--- src/sv/segx_pkg.sv ---
// ----------------------------------------------------------------------------
// segx_pkg: shared constants for the segment intersection block
// Default geometry widths, divider sizing and the register map.
// ----------------------------------------------------------------------------
`default_nettype none

package segx_pkg;

	localparam int COORD_WIDTH_DEF = 16;
	localparam int FRAC_BITS_DEF   = 8;

	// Divider sizing at the default widths
	localparam int DET_W_DEF = 2 * COORD_WIDTH_DEF + 3;
	localparam int REM_W_DEF = 3 * COORD_WIDTH_DEF + 4 + FRAC_BITS_DEF;
	localparam int QUO_W_DEF = COORD_WIDTH_DEF + FRAC_BITS_DEF + 1;

	// Register map
	localparam int APB_AW  = 3;
	localparam int APB_DW  = 32;
	localparam int TOL_W   = 8;
	localparam logic [APB_AW-3:0] REG_TOLERANCE = 1'b0;
	localparam logic [TOL_W-1:0]  TOL_RESET     = 8'd1;

endpackage

`default_nettype wire

--- src/sv/segx_div_cell.sv ---
// ----------------------------------------------------------------------------
// segx_div_cell: one restoring division step
// Resolves one quotient bit and hands remainder, divisor and quotient on.
// ----------------------------------------------------------------------------
`default_nettype none

module segx_div_cell import segx_pkg::*; #(
	parameter int REM_W = REM_W_DEF,
	parameter int DET_W = DET_W_DEF,
	parameter int QUO_W = QUO_W_DEF,
	parameter int SHIFT = 0
) (
	input  wire logic             clk,
	input  wire logic             en,
	input  wire logic [REM_W-1:0] rem_i,
	input  wire logic [DET_W-1:0] d_i,
	input  wire logic [QUO_W-1:0] q_i,
	output logic      [REM_W-1:0] rem_o,
	output logic      [DET_W-1:0] d_o,
	output logic      [QUO_W-1:0] q_o
);

	logic [REM_W-1:0] dsh;
	logic             ge;

	assign dsh = REM_W'(d_i) << SHIFT;
	assign ge  = rem_i >= dsh;

	// subtract when the shifted divisor fits, shift the result bit in
	always_ff @(posedge clk) begin
		if (en) begin
			rem_o <= ge ? rem_i - dsh : rem_i;
			d_o   <= d_i;
			q_o   <= {q_i[QUO_W-2:0], ge};
		end
	end

endmodule

`default_nettype wire

--- config.mk ---
export PLATFORM = sky130hd
export DESIGN_NAME = segx_div_cell
export DESIGN_NICKNAME = d
export VERILOG_FILES = /design/src/sv/segx_pkg.sv /design/src/sv/segx_div_cell.sv
export SDC_FILE = /design/constraint.sdc
export NUM_CORES = 1
export LEC_CHECK = 0
export BUFFER_PORTS_ARGS = -buffer_cell sky130_fd_sc_hd__buf_2
export CORE_ASPECT_RATIO = 0.8
export CORE_MARGIN = 3
export CORE_UTILIZATION = 35
export CTS_BUF_LIST = sky130_fd_sc_hd__clkbuf_4 sky130_fd_sc_hd__clkbuf_8
export DETAILED_ROUTE_END_ITERATION = 8
export PLACE_DENSITY = 0.59
export SLEW_MARGIN = 20
export SYNTH_ARGS = -nofsm -noshare
export SYNTH_HDL_FRONTEND = slang
export SYNTH_SLANG_ARGS = --single-unit
--- constraint.sdc ---
create_clock -name clk -period 3.25 [get_ports clk]
set_input_delay 0.325 -clock clk [delete_from_list [all_inputs] [get_ports clk]]
set_output_delay 0.325 -clock clk [all_outputs]
set_load 0.01 [all_outputs]
# After elaboration in Yosys (flattened, before gate mapping)
# Index checks and enable logic that the tools add are counted.
[totals]
register_bits = 120
input_bits = 122
output_inout_bits = 120
[op_classes]
add_sub_neg = 1
order_cmp = 1
mux = 1
[op_table]
columns = ["op", "count"]
rows = [
  ["60-bit by 35-bit >= comparator with 1-bit output", 1],
  ["60-bit 2-to-1 mux", 1],
  ["60-bit by 35-bit subtractor with 60-bit output", 1],
]

# Depth between registers and ports, before layout
[logic_depth]
ltp_word = 2
ltp_mapped = 12
mapped_depth_nobuf = 11

# Least setup slack after synthesis
# No wires, ideal clock.
[synth_timing]
path_type = "in2reg"
start = "input port rem_i[0]"
end = "register rem_o[46] (data pin)"
setup_ns = 0.257
arrival_time_ns = 2.711
setup_slack_ns = 0.282
cell_stages = 12
cell_sequence = "inv_1 -> ha_1 -> fa_1 -> nand2b_1 -> a211oi_1 -> o31ai_1 -> a21boi_0 -> o21ai_0 -> and3_1 -> buf_2 -> and3_1 -> xor2_1"
[synth_via]
elab_chain_cells = 2
elab_cells_between_ends = 3
[synth_rtl]
columns = ["element", "line", "text"]
rows = [
  ["start, declared", "segx_div_cell.sv:15", "input wire logic [REM_W-1:0] rem_i,"],
  ["60-bit by 35-bit subtractor with 60-bit output or 60-bit by 35-bit >= comparator with 1-bit output (tied branches)", "segx_div_cell.sv:32, segx_div_cell.sv:27", ""],
  ["60-bit 2-to-1 mux *", "segx_div_cell.sv:32", "rem_o <= ge ? rem_i - dsh : rem_i;"],
  ["end signal, assigned", "segx_div_cell.sv:32", ""],
  ["end, declared", "segx_div_cell.sv:18", "output logic [REM_W-1:0] rem_o,"],
]
# Every way passes the cells marked *; elsewhere a longest branch is shown, timed or not.
# A chain may end at the register's enable or synchronous reset.

# Worst setup path after layout
[layout_timing]
start = "input port rem_i[0]"
end = "register rem_o[49] (data pin)"
# The elaborated chain is that of the path after synthesis.

==> reports/results.md <==
| Group | Quantity | Reported |
|:---|:---|:---|
| layout | Final non-filler cell total | 1,205 |
| floorplanning | Horizontal extent of the die | 165.2 um |
| detailed routing | DRT antenna net count | 0 |
| worst setup path | Kind of cell adding the most delay to the critical path | compound AO/OA/AOI/OAI gates |
| clock network | Sinks on the clock net | 120 |
| clock network | Post-cts hold buffer count | 0 |
| worst setup path | Startpoint class of the critical path | input pin |
| floorplanning | Die outline height | 133.4 um |
| layout | Number of fillers in the final layout | 1,894 |
| clock network | Total CTS buffers | 17 |
| layout | Final standard cell utilization of the core | 0.4697 |
| timing | Hold Fails Final Rpt | 0 |
| worst setup path | Largest driver fanout on the critical path | 8 |
| clock network | Clock tree root buffer cell | clkbuf_8 |
| global routing | Met1 routing resource usage after global routing | 0.2844 |
| floorplanning | Total core area | 19,420 sq um |
| synthesis | FFs w/ async S/R, synth | 0 |
| placement | Number of buffers added on ports | 240 |
| global routing | Largest net degree at the start of global routing | 66 |
| timing | Max-slew violation count | 0 |
| floorplanning | Starting utilization of the core area | 0.3655 |
| floorplanning | Die area | 22,040 sq um |
| global routing | Busiest layer in global routing | met1 |
| layout | # diodes | 0 |
| synthesis | Cell area after synthesis | 7099 sq um |
| min path | Worst min-delay path endpoint | q_o[13]$_DFFE_PP_ |
| placement | Weighted congestion reported at the end of routability-driven placement | 0.8944 |
| clock network | TritonCTS clock tree | built |
| worst setup path | Critical path start-end classification | in2reg |
| detailed routing | WL final | 20.57 mm |
| layout | Share of layout cells above drive strength 1 | 0.3347 |
| clock network | Number of buffers on the longest clock path | 2 |
| placement | Inst Count DP | 1,173 |
| synthesis | Post-synthesis net count | 842 |
| timing | Number of endpoints failing setup at the final stage | 0 |
| timing | Fraction of the cycle the final worst path needs | 0.8312 |
| detailed routing | Drt first-iter violations | 430 |
| min path | Worst hold path depth | 1 |
| clock network | Setup bufs post-CTS | 0 |
| pwr | Peak supply drop | 0.2315 mV |
| detailed routing | Residual DRC | 0 |
| timing | Peak Freq | 0.3702 GHz |
| placement | DPL Wire Length | 16.19 mm |
| timing | Final critical path time including I/O delays and setup | 2.701 ns |
| timing | Slew @ Worst Pin | 0.6768 ns |
| worst setup path | Highest cell delay on the worst timing path | 0.41 ns |
| synthesis | Top_reg_cell synth | edfxtp_1 |
| synthesis | Post-synthesis cell type count | 62 |
| worst setup path | Most frequent cell on the critical path | buf_4 |
| pwr | Cell leakage power | 3.876 nW |
| pwr | Power after layout | 0.004383 W |
| timing | Post-route setup TNS | 0 ns |
| detailed routing | Average vias per placed instance | 5.036 |
| timing | Slew Limit Headroom | 0.5471 |
| layout | Syn-to-layout area delta | 28.52% |
| min path | Hold wc startpoint | q_i[12] |
| global routing | Met2 Usage GRT | 0.2465 |
| global routing | GR Overflow Total | 0 |
| synthesis | Yosys synthesis warning count | 0 |
| worst setup path | Setup crit end kind | register |
| synthesis | Synthesis-stage register bit count | 120 |
| run status | Run status | finished clean |
| worst setup path | Critical path data required time | 3.43 ns |
| worst setup path | Critical Path AT | 2.89 ns |
| synthesis | EDFF count, synth | 120 |
| worst setup path | Highest-delay cell along the critical path | fa_1 |
| synthesis | Cell count after synthesis | 684 |
| worst setup path | Crit path cell chain | buf_2 > inv_1 > ha_1 > fa_1 > nand2b_1 > a211oi_1 > o31ai_1 > a21boi_0 > buf_4 > o31ai_4 > buf_4 > nor3_1 > o21ai_0 > xnor2_1 |
| global routing | First-pass GRT wire length | 31.05 mm |
| min path | Tightest Hold Check Type | in2reg |
| clock network | Cells resized by post-CTS repair | 0 |
| pwr | Total power density per cell area | 480.4 nW/um^2 |
| global routing | Initial antenna violation count | 1 |
| clock network | Maximum level of the CTS H-tree | 4 |
| worst setup path | Bufs and invs on worst path | 4 |
| flow run | # Max-Cap Violations | 0 |
| synthesis | Share of synthesized area occupied by flip-flops and latches | 0.5076 |
| global routing | Number of global-route vias before repair | 5,579 |
| synthesis | Mean post-synth cell area | 10.38 sq um |
| detailed routing | Via total after detailed routing | 6,068 |
| floorplanning | Standard-cell row count | 45 |
| floorplanning | I/O pin total | 242 |
| global routing | Met3 Usage GRT | 0.06124 |
| global routing | Overall Global Routing Usage | 0.1841 |
| detailed routing | Average detailed-routed wire length per instance | 17.07 um |
| layout | Layout net count | 1,092 |
| detailed routing | DRT Pass-1 Iters | 5 |
| clock network | Clock-pin slew of the registers on the worst-case setup and hold paths | 0.08 ns |
| timing | RSZ-0062 raised after global routing | no |
[worst max path at each step]
stage                  start             endpoint  slack (ns)  depth (start not counted)
global placement    rem_i[0]  rem_o[39]$_DFFE_PP_        0.18                         13
finish              rem_i[0]  rem_o[49]$_DFFE_PP_        0.55                         14
floorplan           rem_i[0]  rem_o[46]$_DFFE_PP_        0.28                         12
CTS                 rem_i[0]  rem_o[49]$_DFFE_PP_        0.61                         14
detailed placement  rem_i[0]  rem_o[49]$_DFFE_PP_        0.13                         14
global route         d_i[15]  rem_o[32]$_DFFE_PP_        0.37                         13
[flip-flops by register name, indices dropped and copies added, names as in the netlist]
name / flops
d_o: 35
q_o: 25
rem_o: 60
[kinds of logic (layout without fill, tap and decap cells)]
family,Yosys count,count (layout),share of synthesized area
and+or+nand+nor,222,222,0.1637
AOI/OAI and AO/OA,168,168,0.1459
DFF,120,120,0.5076
buffers and inverters,81,344,0.04776
xor gates and xnor gates,56,56,0.06909
adders and majority gates,36,36,0.06450
muxes,1,1,0.001410
[stage by stage]
| step | worst slack [ns] | hold slack (ns) | cell area (sq um) |
|---|---|---|---|
| 2_1_floorplan | 0.2817 | 0.4239 | 7099 |
| 3_3_place_gp | 0.1756 | 0.5018 | 8700 |
| 3_5_place_dp | 0.1302 | 0.5031 | 8700 |
| 4_1_cts | 0.6101 | 0.005097 | 9124 |
| 5_1_grt | 0.3725 | 0.0003130 | 9124 |
| 6_report | 0.5487 | 0.04301 | 9124 |
[cells in the final DEF, fill, tap and decap left out, types with 11 or more instances in the layout]
master      n
xor2_1     27
nand3_1    11
buf_4      26
edfxtp_1  120
a21o_1     13
a21oi_1    57
nor3_1     14
nand4_1    25
nor2_1     46
nor4_1     15
clkbuf_8   17
o21ai_0    48
buf_2     239
inv_1      43
nand2_1    72
ha_1       35
xnor2_1    29
[per-layer routing]
layer	wire [um]	up-vias
met1	10260	2804
met2	8179	227
met4	233	2
met5	9	-
li1	-	3019
met3	1884	16
[area by class of cell]
type	instances	area [sq um]	area share
clock inverter	15	190.2	0.02084
sequential	120	3603	0.3950
clock buffer	17	234.0	0.02564
tap	258	322.8	0.03538
multi-input combinational	483	3157	0.3460
inverter	44	165.2	0.01810
timing repair buffer	268	1451	0.1591
[power breakdown]
| group | total, W | internal (W) | switching (W) |
|---|---|---|---|
| logic | 0.000972 | 0.000395 | 0.000577 |
| registers | 0.00194 | 0.00190 | 0.0000365 |
| clock network | 0.00147 | 0.000775 | 0.000699 |
| total | 0.00438 | 0.00307 | 0.00131 |
[synthesized netlist by cell type (all sizes together) (3+ instances only)]
library cell / number / area [sq um]
nand2: 72 / 270.3
inv: 44 / 165.2
o211ai: 5 / 37.54
a211oi: 6 / 50.05
o21bai: 5 / 37.54
nor2: 46 / 172.7
a21boi: 4 / 30.03
a21o: 13 / 97.59
o21a: 6 / 45.04
o21ai: 49 / 245.2
nand4: 25 / 156.4
clkbuf: 28 / 105.1
and3: 3 / 18.77
or3: 4 / 25.02
xor2: 27 / 236.5
edfxtp: 120 / 3603
nand2b: 11 / 76.32
a21oi: 57 / 285.3
xnor2: 29 / 254.0
nor3: 15 / 80.08
nor4: 17 / 136.4
or4: 5 / 48.79
o31ai: 6 / 58.81
ha: 35 / 437.9
buf: 9 / 68.81
nand3: 11 / 55.05
Power figures use the tool's default switching activity.
